`src/hdl/gfd_pkg.sv`:
```
// gfd_pkg: shared types, constants and the cordic arctangent table
package gfd_pkg;

  typedef enum logic [1:0] {
    OP_FIX     = 2'd0,
    OP_RESTART = 2'd1,
    OP_FLUSHED = 2'd2
  } op_t;

  typedef enum logic [1:0] {
    CFG_RECORDING     = 2'd0,
    CFG_MIN_INTERVAL  = 2'd1,
    CFG_DISTANCE_ONLY = 2'd2
  } cfg_idx_t;

  typedef enum logic [3:0] {
    ST_IDLE,
    ST_PREP,
    ST_ZMUL,
    ST_ZRND,
    ST_CORD,
    ST_MUL1,
    ST_MUL2,
    ST_MUL3,
    ST_MUL4,
    ST_CMP,
    ST_FIN
  } state_t;

  localparam int ANG_W    = 34;
  localparam int MUL_W    = 34;
  localparam int PROD_W   = 2 * MUL_W;
  localparam int CXY_W    = 34;
  localparam int CZ_W     = 33;
  localparam int CORDIC_STEPS = 30;

  localparam logic signed [ANG_W-1:0] FULL_TURN    = 34'sd7200000000;
  localparam logic signed [ANG_W-1:0] HALF_TURN    = 34'sd3600000000;
  localparam logic signed [ANG_W-1:0] QUARTER_TURN = 34'sd1800000000;
  localparam logic signed [MUL_W-1:0] HALF_UNIT_TO_RAD = 34'sd4024455254;
  localparam logic signed [CXY_W-1:0] CORDIC_GAIN  = 34'sd652032874;
  localparam logic signed [CXY_W-1:0] ONE_Q30      = 34'sd1073741824;
  localparam logic [63:0] MIN_A_Q62 = 64'd113617;
  localparam logic [63:0] Z_ROUND   = 64'h0000_0000_8000_0000;

  function automatic logic [CZ_W-1:0] atan_q30(input logic [4:0] i);
    logic [CZ_W-1:0] v;
    case (i)
      5'd0:  v = 33'h03243F6A8;
      5'd1:  v = 33'h01DAC6705;
      5'd2:  v = 33'h00FADBAFC;
      5'd3:  v = 33'h007F56EA6;
      5'd4:  v = 33'h003FEAB76;
      5'd5:  v = 33'h001FFD55B;
      5'd6:  v = 33'h000FFFAAA;
      5'd7:  v = 33'h0007FFF55;
      5'd8:  v = 33'h0003FFFEA;
      5'd9:  v = 33'h0001FFFFD;
      5'd10: v = 33'h0000FFFFF;
      5'd11: v = 33'h00007FFFF;
      5'd12: v = 33'h00003FFFF;
      5'd13: v = 33'h00001FFFF;
      5'd14: v = 33'h00000FFFF;
      5'd15: v = 33'h000007FFF;
      5'd16: v = 33'h000003FFF;
      5'd17: v = 33'h000001FFF;
      5'd18: v = 33'h000000FFF;
      5'd19: v = 33'h0000007FF;
      5'd20: v = 33'h0000003FF;
      5'd21: v = 33'h0000001FF;
      5'd22: v = 33'h0000000FF;
      5'd23: v = 33'h00000007F;
      5'd24: v = 33'h00000003F;
      5'd25: v = 33'h00000001F;
      5'd26: v = 33'h00000000F;
      5'd27: v = 33'h000000007;
      5'd28: v = 33'h000000003;
      5'd29: v = 33'h000000001;
      default: v = '0;
    endcase
    return v;
  endfunction

endpackage

```
`src/hdl/gfd_mul.sv`:
```
// gfd_mul: shared signed multiplier with registered product
module gfd_mul
  import gfd_pkg::*;
(
  input  logic                     clk,
  input  logic signed [MUL_W-1:0]  a,
  input  logic signed [MUL_W-1:0]  b,
  output logic signed [PROD_W-1:0] prod
);

  always_ff @(posedge clk) begin
    prod <= a * b;
  end

endmodule

```
`config.mk`:
```
export PLATFORM = sky130hd
export DESIGN_NAME = gfd_mul
export DESIGN_NICKNAME = d
export VERILOG_FILES = /design/src/hdl/gfd_pkg.sv /design/src/hdl/gfd_mul.sv
export SDC_FILE = /design/constraint.sdc
export NUM_CORES = 2
export LEC_CHECK = 0
export BUFFER_PORTS_ARGS = -buffer_cell sky130_fd_sc_hd__buf_4
export CAP_MARGIN = 15
export CELL_PAD_IN_SITES_DETAIL_PLACEMENT = 0
export CELL_PAD_IN_SITES_GLOBAL_PLACEMENT = 1
export CORE_MARGIN = 4
export CORE_UTILIZATION = 36
export CTS_BUF_LIST = sky130_fd_sc_hd__clkbuf_4
export CTS_CLUSTER_SIZE = 20
export DETAILED_ROUTE_END_ITERATION = 7
export PLACE_DENSITY = 0.66
export SKIP_LAST_GASP = 1
export SLEW_MARGIN = 15
export SYNTH_ARGS = -nofsm -noshare
export SYNTH_HDL_FRONTEND = slang
export SYNTH_SLANG_ARGS = --single-unit
```
`constraint.sdc`:
```
create_clock -name clk -period 10.4 [get_ports clk]
set_input_delay 2.08 -clock clk [delete_from_list [all_inputs] [get_ports clk]]
set_output_delay 2.08 -clock clk [all_outputs]
set_load 0.005 [all_outputs]
```
# After elaboration in Yosys (flattened, before gate mapping)
# Index checks and enable logic that the tools add are counted.
# totals
inputBits,69
out_inout_bits,68
wordCells,2
regBits,68
# op_classes
multipliers,1
# ops
cell,count
multiplier 34 x 34 -> 68 bit,1

# Longest topological paths before layout
# logic_depth
ltp_word,1
mapped_depth,31
mapped_depth_nobuf,29

# Least setup slack after synthesis
# OpenSTA, ideal clock, no wires.
# synth_path
path_type,input -> register
from,input port a[33]
to,register prod[65]
path_buffers,2
arrival_time_ps,9498
setup_time_ps,72
path_stages,24
slack_ps,830
required_time_ps,10328
cell_sequence,clkbuf_1 > nand2_1 > inv_1 > fa_1 > fa_1 > fa_1 > fa_1 > inv_1 > fa_1 > fa_1 > fa_1 > fa_1 > inv_1 > ha_1 > clkdlybuf4s50_2 > nand3_1 > or2_2 > nor2_1 > a221oi_1 > o21ai_0 > a31oi_2 > nor2_2 > o41ai_2 > xnor2_1
# synth_via
elab_chain_len,1
# synth_lines
item,line_no,text
start: declaration,gfd_mul.sv:6,"input logic signed [MUL_W-1:0] a,"
multiplier 34 x 34 -> 68 bit,gfd_mul.sv:12,prod <= a * b;
end signal: assignment,gfd_mul.sv:12,
end: declaration,gfd_mul.sv:8,output logic signed [PROD_W-1:0] prod
# No other way between the ends.

# Worst setup path in the final report
# layout_path
from,input port b[11]
to,register prod[62]
# layout_via
elab_chain_len,1
# layout_lines
item,line_no,text
start: declaration,gfd_mul.sv:7,"input logic signed [MUL_W-1:0] b,"
multiplier 34 x 34 -> 68 bit,gfd_mul.sv:12,
# No other way between the ends.

==> results.cfg <==
[grt]
antenna_found_initial = 19
grt_max_degree = 35
gr-usage-met2_pct = 34.3
grtUsageMet3_pct = 3.32
overflow = 0
grt_use_total_pct = 20.7
grt_pass1_wl_um = 198000
top_usage_layer = met2
grt_pass1_vias = 32900
met1_usage_pct = 28.6

[final_layout]
final_nets = 6026
regArea_sq_um = 1360
regMostFlops = prod
most-common-layout-cells = 1241 x fa_1, 1231 x inv_1, 621 x and2_1, 542 x nand2_1, 204 x ha_1
largest_register_ffs = 68
final_cells = 6125
final_common_cell = fa_1
layout-area-overhead-vs-synth_pct = 5.97
post-route-cell-area_sq_um = 45600
drive_gt1_share_pct = 4.89
fillCellCount = 12000
largestRegisters = prod: 68 flops
multiInputGateArea_sq_um = 36100

[clock_tree]
cts-root-buf = clkbuf_4
cts_sinks = 68
htree_levels = 3
clock_path_buffers = 2
path_clk_slew_ns = 0.15
cts_resized = 0
cts_tree = built
postCtsSetupBuffers = 0
cts_buffers = 9
ctsHoldBuffers = 0

[timing]
rsz0062_at_grt = false
tns_ns = 0
setup_viol = 0
period_minus_slack_ns = 9.30
relSlewSlack_pct = 46.9
slew_violations = 0
worst_pin_slew_ns = 0.786
timing.fmax_ghz = 0.108
post-route-period-util_pct = 89.4
finalHoldViolCount = 0

[hold_path]
hp-class = in -> reg
worstHoldPathCells = 2

[yosys]
yosysUniqueCellTypes = 69
syn_area_sq_um = 43000
synth.avg_cell_area_sq_um = 9.45
synthFlopType = dfxtp_1
synth_nets = 6068
ys_ff_latch = 68
synth_edf_count = 0
async_flop_share_pct = 0
ys_seq_area_share_pct = 3.16
synth_warnings = 0
synthCells = 4554

[route]
wl_per_cell_um = 20.0
drt_iter0_markers = 1676
drc = 0
totalWireLength_um = 123000
via_per_inst = 4.75
dr.pass1.iters = 5
final_antenna_net_count = 0
vias = 29100

[floorplan]
num_rows = 126
ios = 137
die_w_um = 354
initial_utilization_pct = 36.3
die_y_um = 354
dieArea_sq_um = 125000
core-area_sq_um = 118000

[critical_path]
crit_buf_inv = 5
arrival_ns = 9.90
slowest_stage = o41ai_1
crit_family = adder cells
critPathKind = in -> reg
crit_fanout = 34
cp.required_ns = 11.00
slowest_delay_ns = 0.62
startpoint_type = primary input
cp_common_cell = fa_1
cp.depth = 25
end_kind = flop

[place]
io_buffers = 136
dp_hpwl_um = 97300
place_congestion = 0.866
placed_cell_area_sq_um = 45400
post-place-cells = 6101

[flow_run]
drv_cap = 0

[run_status]
status = finished clean
==> synthesized netlist by cell type (31+ instances only) <==
cell,count,area share (%)
xnor2_1,56,1.1
a21o_1,37,0.65
nand2_1,542,4.7
clkbuf_1,214,1.9
inv_1,1231,11
a21oi_1,61,0.71
ha_1,204,5.9
nor2_1,54,0.47
o21ai_0,31,0.36
and2_1,621,9.0
fa_1,1241,58
dfxtp_1,68,3.2
==> logic make-up (layout without fill, tap and decap cells) <==
kind of cell / after synthesis / after routing / synth area share, %
buffers and inverters: 1460 / 1423 / 12.8
adder cells (fa/ha/maj): 1445 / 1445 / 63.7
AND/OR/NAND/NOR: 1296 / 1296 / 15.4
AO/OA/AOI/OAI: 206 / 206 / 3.35
XOR/XNOR: 79 / 79 / 1.61
flip-flops: 68 / 68 / 3.16
other: 0 / 8 / 0
==> metrics by stage <==
stage	hold WS [ns]	util (%)	worst slack, ns
2_1_floorplan	2.21	-	0.830
3_3_place_gp	2.46	38.4	0.427
3_5_place_dp	2.46	38.4	0.468
4_1_cts	1.76	38.5	1.29
5_1_grt	1.81	38.5	0.679
6_report	1.86	38.5	1.10
==> area by class of cell <==
cell class / instances / share of cell area (%)
Inverter: 1232 / 10.1
Multi-Input combinational cell: 3026 / 79.3
Sequential cell: 68 / 2.99
Clock inverter: 7 / 0.145
Timing Repair Buffer: 175 / 2.88
Antenna cell: 8 / 0.0439
Clock buffer: 9 / 0.148
Tap cell: 1600 / 4.39
==> layer usage <==
layer  up-vias  part of all wire [%]
met3       124                   5.6
li1      12700                     -
met4        12                   2.1
met5         -                 0.075
met2       684                    48
met1     15600                    44
==> path summary, 6_finish.rpt <==
| path | endpoint | from | slack (ns) |
|---|---|---|---|
| min | prod[0] | b[0] | 1.86 |
| max | prod[62] | b[11] | 1.10 |
Power is not shown: default switching activity piles up to over one toggle a cycle in this logic, so the estimate is an artifact.
