`config.mk`:
```
export PLATFORM = sky130hd
export DESIGN_NAME = gfd_cordic
export DESIGN_NICKNAME = d
export VERILOG_FILES = /design/src/hdl/gfd_pkg.sv /design/src/hdl/gfd_cordic.sv
export SDC_FILE = /design/constraint.sdc
export NUM_CORES = 1
export LEC_CHECK = 0
export BUFFER_PORTS_ARGS = -buffer_cell sky130_fd_sc_hd__buf_2
export CAP_MARGIN = 20
export CORE_ASPECT_RATIO = 1.25
export CORE_UTILIZATION = 50
export DETAILED_ROUTE_END_ITERATION = 10
export HOLD_SLACK_MARGIN = 0.06
export PLACE_DENSITY = 0.68
export SYNTH_ARGS = -nofsm -noshare
export SYNTH_HDL_FRONTEND = slang
export SYNTH_SLANG_ARGS = --single-unit
```
`constraint.sdc`:
```
create_clock -name clk -period 7.2 [get_ports clk]
set_input_delay 0.72 -clock clk [delete_from_list [all_inputs] [get_ports clk]]
set_output_delay 0.72 -clock clk [all_outputs]
set_load 0.1 [all_outputs]
```
`src/hdl/gfd_pkg.sv`:
```
// gfd_pkg: shared types, constants and the cordic arctangent table
package gfd_pkg;

  typedef enum logic [1:0] {
    OP_FIX     = 2'd0,
    OP_RESTART = 2'd1,
    OP_FLUSHED = 2'd2
  } op_t;

  typedef enum logic [1:0] {
    CFG_RECORDING     = 2'd0,
    CFG_MIN_INTERVAL  = 2'd1,
    CFG_DISTANCE_ONLY = 2'd2
  } cfg_idx_t;

  typedef enum logic [3:0] {
    ST_IDLE,
    ST_PREP,
    ST_ZMUL,
    ST_ZRND,
    ST_CORD,
    ST_MUL1,
    ST_MUL2,
    ST_MUL3,
    ST_MUL4,
    ST_CMP,
    ST_FIN
  } state_t;

  localparam int ANG_W    = 34;
  localparam int MUL_W    = 34;
  localparam int PROD_W   = 2 * MUL_W;
  localparam int CXY_W    = 34;
  localparam int CZ_W     = 33;
  localparam int CORDIC_STEPS = 30;

  localparam logic signed [ANG_W-1:0] FULL_TURN    = 34'sd7200000000;
  localparam logic signed [ANG_W-1:0] HALF_TURN    = 34'sd3600000000;
  localparam logic signed [ANG_W-1:0] QUARTER_TURN = 34'sd1800000000;
  localparam logic signed [MUL_W-1:0] HALF_UNIT_TO_RAD = 34'sd4024455254;
  localparam logic signed [CXY_W-1:0] CORDIC_GAIN  = 34'sd652032874;
  localparam logic signed [CXY_W-1:0] ONE_Q30      = 34'sd1073741824;
  localparam logic [63:0] MIN_A_Q62 = 64'd113617;
  localparam logic [63:0] Z_ROUND   = 64'h0000_0000_8000_0000;

  function automatic logic [CZ_W-1:0] atan_q30(input logic [4:0] i);
    logic [CZ_W-1:0] v;
    case (i)
      5'd0:  v = 33'h03243F6A8;
      5'd1:  v = 33'h01DAC6705;
      5'd2:  v = 33'h00FADBAFC;
      5'd3:  v = 33'h007F56EA6;
      5'd4:  v = 33'h003FEAB76;
      5'd5:  v = 33'h001FFD55B;
      5'd6:  v = 33'h000FFFAAA;
      5'd7:  v = 33'h0007FFF55;
      5'd8:  v = 33'h0003FFFEA;
      5'd9:  v = 33'h0001FFFFD;
      5'd10: v = 33'h0000FFFFF;
      5'd11: v = 33'h00007FFFF;
      5'd12: v = 33'h00003FFFF;
      5'd13: v = 33'h00001FFFF;
      5'd14: v = 33'h00000FFFF;
      5'd15: v = 33'h000007FFF;
      5'd16: v = 33'h000003FFF;
      5'd17: v = 33'h000001FFF;
      5'd18: v = 33'h000000FFF;
      5'd19: v = 33'h0000007FF;
      5'd20: v = 33'h0000003FF;
      5'd21: v = 33'h0000001FF;
      5'd22: v = 33'h0000000FF;
      5'd23: v = 33'h00000007F;
      5'd24: v = 33'h00000003F;
      5'd25: v = 33'h00000001F;
      5'd26: v = 33'h00000000F;
      5'd27: v = 33'h000000007;
      5'd28: v = 33'h000000003;
      5'd29: v = 33'h000000001;
      default: v = '0;
    endcase
    return v;
  endfunction

endpackage

```
`src/hdl/gfd_cordic.sv`:
```
// gfd_cordic: one-step-per-cycle cordic rotation giving sin and cos in q4.30
module gfd_cordic
  import gfd_pkg::*;
(
  input  logic                    clk,
  input  logic                    rst,
  input  logic                    start,
  input  logic signed [CZ_W-1:0]  z0,
  output logic signed [CXY_W-1:0] x,
  output logic signed [CXY_W-1:0] y,
  output logic                    done
);

  logic                   busy;
  logic [4:0]             step;
  logic signed [CZ_W-1:0] z;
  logic signed [CXY_W-1:0] dx, dy;
  logic [CZ_W-1:0]         at;

  always_comb begin
    dx = y >>> step;
    dy = x >>> step;
    at = atan_q30(step);
  end

  always_ff @(posedge clk) begin
    if (rst) begin
      busy <= 1'b0;
      done <= 1'b0;
      step <= '0;
    end else begin
      done <= 1'b0;
      if (start) begin
        busy <= 1'b1;
        step <= '0;
      end else if (busy) begin
        if (step == 5'(CORDIC_STEPS - 1)) begin
          busy <= 1'b0;
          done <= 1'b1;
        end
        step <= step + 5'd1;
      end
    end
  end

  always_ff @(posedge clk) begin
    if (start) begin
      x <= CORDIC_GAIN;
      y <= '0;
      z <= z0;
    end else if (busy) begin
      if (!z[CZ_W-1]) begin
        x <= x - dx;
        y <= y + dy;
        z <= z - $signed(at);
      end else begin
        x <= x + dx;
        y <= y - dy;
        z <= z + $signed(at);
      end
    end
  end

endmodule

```
# After elaboration in Yosys (flattened, before gate mapping)
# Memory sizes are Yosys's and may differ from the RTL's. A register that Yosys moved wholly into a read port is not among the register bits.
# Cells that the tools add are included.
[classes]
n_eq_ne = 1
bitwise = 1
muxes = 11
n_shift = 2
n_addsub = 7
reduce_logical = 3
[ops]
columns = ["op", "count"]
rows = [
  ["2-to-1 mux 33 bit", 3],
  ["adder 34 bit", 2],
  ["2-to-1 mux 34 bit", 2],
  [">>> shifter 34 x 5 -> 34 bit", 2],
  ["subtractor 34 bit", 2],
  ["adder 33 bit", 1],
  ["subtractor 33 bit", 1],
  ["2-to-1 mux 5 bit", 2],
  ["adder 5 x 1 -> 5 bit (second input constant)", 1],
  ["equality test 5 bit (second input constant)", 1],
  ["2-to-1 mux 1 bit", 4],
  ["OR reduction 3 bit", 1],
  ["nonzero test 2 bit", 1],
  ["OR reduction 2 bit", 1],
  ["NOT 1 bit", 1],
]
[word_totals]
romBits = 960
wordCells = 32
register_bits = 108
output_inout_bits = 69
n_memories = 1
[memory_table]
columns = ["memory", "words", "word_bits", "read_ports", "rd_ports_with_merged_regs", "wr", "line_no", "text"]
rows = [
  ["(no name shown)", 32, 30, 1, 1, 0, "gfd_pkg.sv:48", "case (i)"],
]

# Longest topological paths before layout
[logic_depth]
ltp_word = 4
mapped_depth = 29
mapped_depth_nobuf = 23

# Least setup slack after synthesis
# Ideal clock, no wire load.
[synth_timing]
path_type = "register -> register"
start = "reg y[32]"
end = "reg x[32]"
t_required_ns = 7.081
setup_slack_ns = 1.525
period_less_slack_ns = 5.675
arrival_ns = 5.556
stages_incl_launch_ff = 23
cell_sequence = "dfxtp_1 > clkbuf_1 > mux4_1 > mux2_4 > a221o_1 > a2111oi_4 > and4_1 > buf_6 > nor2_1 > xnor2_1 > ha_1 > clkbuf_1 > a21o_1 > a21o_1 > a21oi_1 > and3_1 > a21boi_1 > a221o_1 > a211oi_1 > o21a_1 > a311oi_1 > or3_1 > a32o_1"
[synth_between]
elab_chain_cells = 3
[synth_lines]
columns = ["element", "line_no", "text"]
rows = [
  ["from (decl)", "gfd_cordic.sv:10", "output logic signed [CXY_W-1:0] y,"],
  ["from (signal assigned)", "gfd_cordic.sv:54", "y <= y + dy;"],
  ["from (signal assigned)", "gfd_cordic.sv:58", "y <= y - dy;"],
  [">>> shifter 34 x 5 -> 34 bit *", "gfd_cordic.sv:21", "dx = y >>> step;"],
  ["subtractor 34 bit or adder 34 bit (tied branches)", "gfd_cordic.sv:53, gfd_cordic.sv:57", ""],
  ["2-to-1 mux 34 bit *", "gfd_cordic.sv:52", "if (!z[CZ_W-1]) begin"],
  ["to (signal assigned)", "gfd_cordic.sv:53", "x <= x - dx;"],
  ["to (signal assigned)", "gfd_cordic.sv:57", "x <= x + dx;"],
  ["to (decl)", "gfd_cordic.sv:9", "output logic signed [CXY_W-1:0] x,"],
]
# Every way passes the cells marked *; elsewhere a longest branch is shown, timed or not.
# A chain may end at the register's enable or synchronous reset.

# Final worst setup path
[layout_timing]
start = "reg step[1]"
end = "reg x[29]"
[layout_between]
elab_chain_cells = 3
[layout_lines]
columns = ["element", "line_no", "text"]
rows = [
  ["from (decl)", "gfd_cordic.sv:15", "logic [4:0] step;"],
  ["from (signal assigned)", "gfd_cordic.sv:41", "step <= step + 5'd1;"],
  [">>> shifter 34 x 5 -> 34 bit *", "gfd_cordic.sv:21", ""],
  ["subtractor 34 bit or adder 34 bit (tied branches)", "gfd_cordic.sv:53, gfd_cordic.sv:57", ""],
  ["2-to-1 mux 34 bit *", "gfd_cordic.sv:52", ""],
]
# Marked as above.

==> summary.txt <==
Routed vias = 17,116
Met3 WL = 4159 µm
Peak Freq = 149.9 MHz
Routed WL = 64,210 µm
Initial DRT Pass Iterations = 6
Switch share = 55.18%
GR Util All Layers = 36.30%
Largest net degree at the start of global routing = 75
Critical R2R Capture = x[29]$_SDFFE_PP1P_
Required time worst endpoint = 7.56 ns
# port buffers = 104
Yosys top cell area share = 12.14%
Final Hold Viols = 0
Top Ports = 105
Sw Pwr = 5786 µW
Crit path capture type = register
CORE AREA = 33,780 µm²
Clock Latency Late Sink = 0.47 ns
Critical path type = register to register
Reg-to-reg startpoint = step[1]$_SDFFE_PP0P_
Max VDD drop = 0.2223 mV
Final TNS setup = 0 ns
H-tree levels = 4
Global route overflow = 0
Status = completed
First-pass GRT wire length = 97,420 µm
Routed vias/inst = 6.686
Uppermost layer routed = met4
Crit path DAT = 7.04 ns
Hold EP = busy$_SDFF_PP0_
Routability Congestion = 1.025
EDFF count, synth = 33
Met2 wire len = 31,100 µm
Largest area contributor in the netlist = dfxtp_1
Max Slew Vio Count = 0
Crit path max fanout = 44
Hold_sp = rst
RSZ-0062 raised after global routing = false
Cts hold-fix bufs = 0
Die ar. = 35,370 µm²
Initial DRC Count = 1,242
Post-CTS Resized = 0
Slew @ Worst Pin = 1.008 ns
Internal power = 4700 µW
Post-route ant nets = 0
Power per standard cell area = 557.2 nW/µm²
Commonest cells after routing, fill and taps aside = nand2_1, nor2_1, a21oi_1, o21ai_0, ha_1
# Post-CTS Setup Buffers = 0
Die H = 210.0 µm
Antenna violations before repair = 0
Site row count = 75
Hold Path Class = input port to register
Synth cell types = 102
ANT cells = 0
Initial Util = 51.24%
Mean post-synth cell area = 8.415 µm²
Final nets = 2,274
Clock sink count = 138
Clock network power share = 9.0%
Largest cells by area after synthesis = dfxtp_1, ha_1, mux4_1, edfxtp_1, mux4_2
Seq cells post-synth = 138
Startpoint Class = register
Post-Layout Cell Count = 2,560
Share of cells above drive strength 1 = 15.11%
Clk root buf = clkbuf_16
CTS buffer count = 17
DR WL/cell = 25.08 µm
Post-synthesis sequential area ratio = 17.87%
Combinational Power Share = 76.6%
Static leakage = 0.008074 µW
Gate Count Post-Synth = 2,057
Max-cap viol count = 0
Most common cell after layout, fill and taps aside = nand2_1
Top_reg_cell synth = dfxtp_1
Clock transition at path regs = 0.06 ns
CTS max path bufs = 2
Critical Path Source = step[1]$_SDFFE_PP0P_
Final Critical Period = 6.672 ns
Synthesized cell area = 17,310 µm²
DRC = 0
Post-synthesis async set-or-reset flop share = 0%
Part of the power in registers = 14.4%
M1 wire length = 24,210 µm
CTS tree = done
Placed cell count = 2,526
Die X-Extent = 168.4 µm
Dpl hpwl = 47,890 µm
Area grow syn2layout = 8.725%
Layout Skew = 0.01182 ns
Synth warn = 0
Worst hold stages = 2
Max_slew headroom = 32.54%
Synthesized Nets = 2,207
Final worst-path cycle share = 92.67%
Final setup violation count = 0
R2r setup slk = 0.53 ns
Vias in the first global route = 16,564
Reg2reg path depth = 21
-- state kept, by name (all words and copies together) (netlist names) --
| name | flops |
|---|---|
| step | 5 |
| busy | 1 |
| y | 34 |
| at | 30 |
| done | 1 |
| x | 34 |
| z | 33 |
-- Yosys cell counts, types with 36 or more instances --
library cell	n
xnor2_1	85
nor2_1	189
inv_1	54
nor3_1	36
a21o_1	63
nand3_1	53
nand2_1	195
a21oi_1	181
mux2i_1	86
o21ai_0	124
dfxtp_1	105
mux4_1	38
clkbuf_1	62
ha_1	111
mux4_2	44
xor2_1	83
-- worst max-delay path by stage --
stage | to | slack [ns] | cells past startpoint
3_3_place_gp | y[32]$_SDFFE_PP0P_ | 0.63 | 21
2_1_floorplan | x[32]$_SDFFE_PP0P_ | 1.53 | 22
3_5_place_dp | x[29]$_SDFFE_PP1P_ | 0.65 | 21
4_1_cts | x[29]$_SDFFE_PP1P_ | 0.62 | 21
6_report | x[29]$_SDFFE_PP1P_ | 0.53 | 21
5_1_grt | y[32]$_SDFFE_PP0P_ | 0.08 | 22
-- routing by layer --
| metal | track usage (%) | vias up |
|---|---|---|
| met5 | 0 | - |
| met4 | 25.77 | 0 |
| met3 | 6.421 | 206 |
| met2 | 61.90 | 760 |
| met1 | 41.01 | 8269 |
| li1 | - | 7881 |
-- through the flow --
step / area (µm²) / util [%] / total power [µW] / worst slack [ns] / hold slack, ns
2_1_floorplan: 17310 / - / 7532 / 1.525 / 0.6494
4_1_cts: 18800 / 55.64 / 10370 / 0.6230 / 0.4127
5_1_grt: 18820 / 55.71 / 11200 / 0.07501 / 0.4259
3_3_place_gp: 18170 / 53.79 / 9289 / 0.6350 / 0.5154
3_5_place_dp: 18180 / 53.81 / 9371 / 0.6497 / 0.5198
6_report: 18820 / 55.71 / 10490 / 0.5277 / 0.4306
-- kinds of logic after synthesis --
family                   synth area share, %
adder cells (fa/ha/maj)                8.370
multiplexers                           18.85
AND/OR/NAND/NOR                        17.08
AO/OA/AOI/OAI                          23.71
XOR/XNOR                               8.594
flip-flops                             17.87
buffers and inverters                  5.529
-- cell type report --
| cell class | instances | area, µm² |
|---|---|---|
| Clock inverter | 10 | 98.84 |
| Clock buffer | 22 | 518.0 |
| Multi-Input combinational cell | 1737 | 13270 |
| Fill cell | 3170 | 14960 |
| Inverter | 58 | 217.7 |
| Tap cell | 423 | 529.3 |
| Timing Repair Buffer | 172 | 1081 |
| Sequential cell | 138 | 3108 |
-- critical path: stages (launching register included) --
cell,delay [ns]
dfxtp_4,0.82
mux4_1,0.73
mux2i_1,0.30
o221ai_1,0.19
a211oi_1,0.36
ha_1,0.27
and3_1,0.19
and2_1,0.24
a21oi_1,0.11
xor2_1,0.17
ha_1,0.38
a21o_1,0.19
a21o_1,0.18
a2111oi_0,0.45
o21ai_0,0.24
o31ai_1,0.50
o221ai_1,0.31
o21ai_0,0.21
nand2b_1,0.11
a21oi_1,0.18
mux2i_1,0.09
a211o_1,0.28
-- power by group through the flow --
| stage | Sequential [µW] | Clock (µW) | Combinational (µW) |
|---|---|---|---|
| after CTS | 1490 | 961 | 7910 |
| final | 1510 | 941 | 8040 |
| after detailed placement | 1510 | 0 | 7860 |
| after global routing | 1530 | 987 | 8690 |
| after global placement | 1510 | 0 | 7780 |
| after floorplan | 2270 | 0 | 5260 |
No activity file was read; power rests on OpenSTA's default activity.
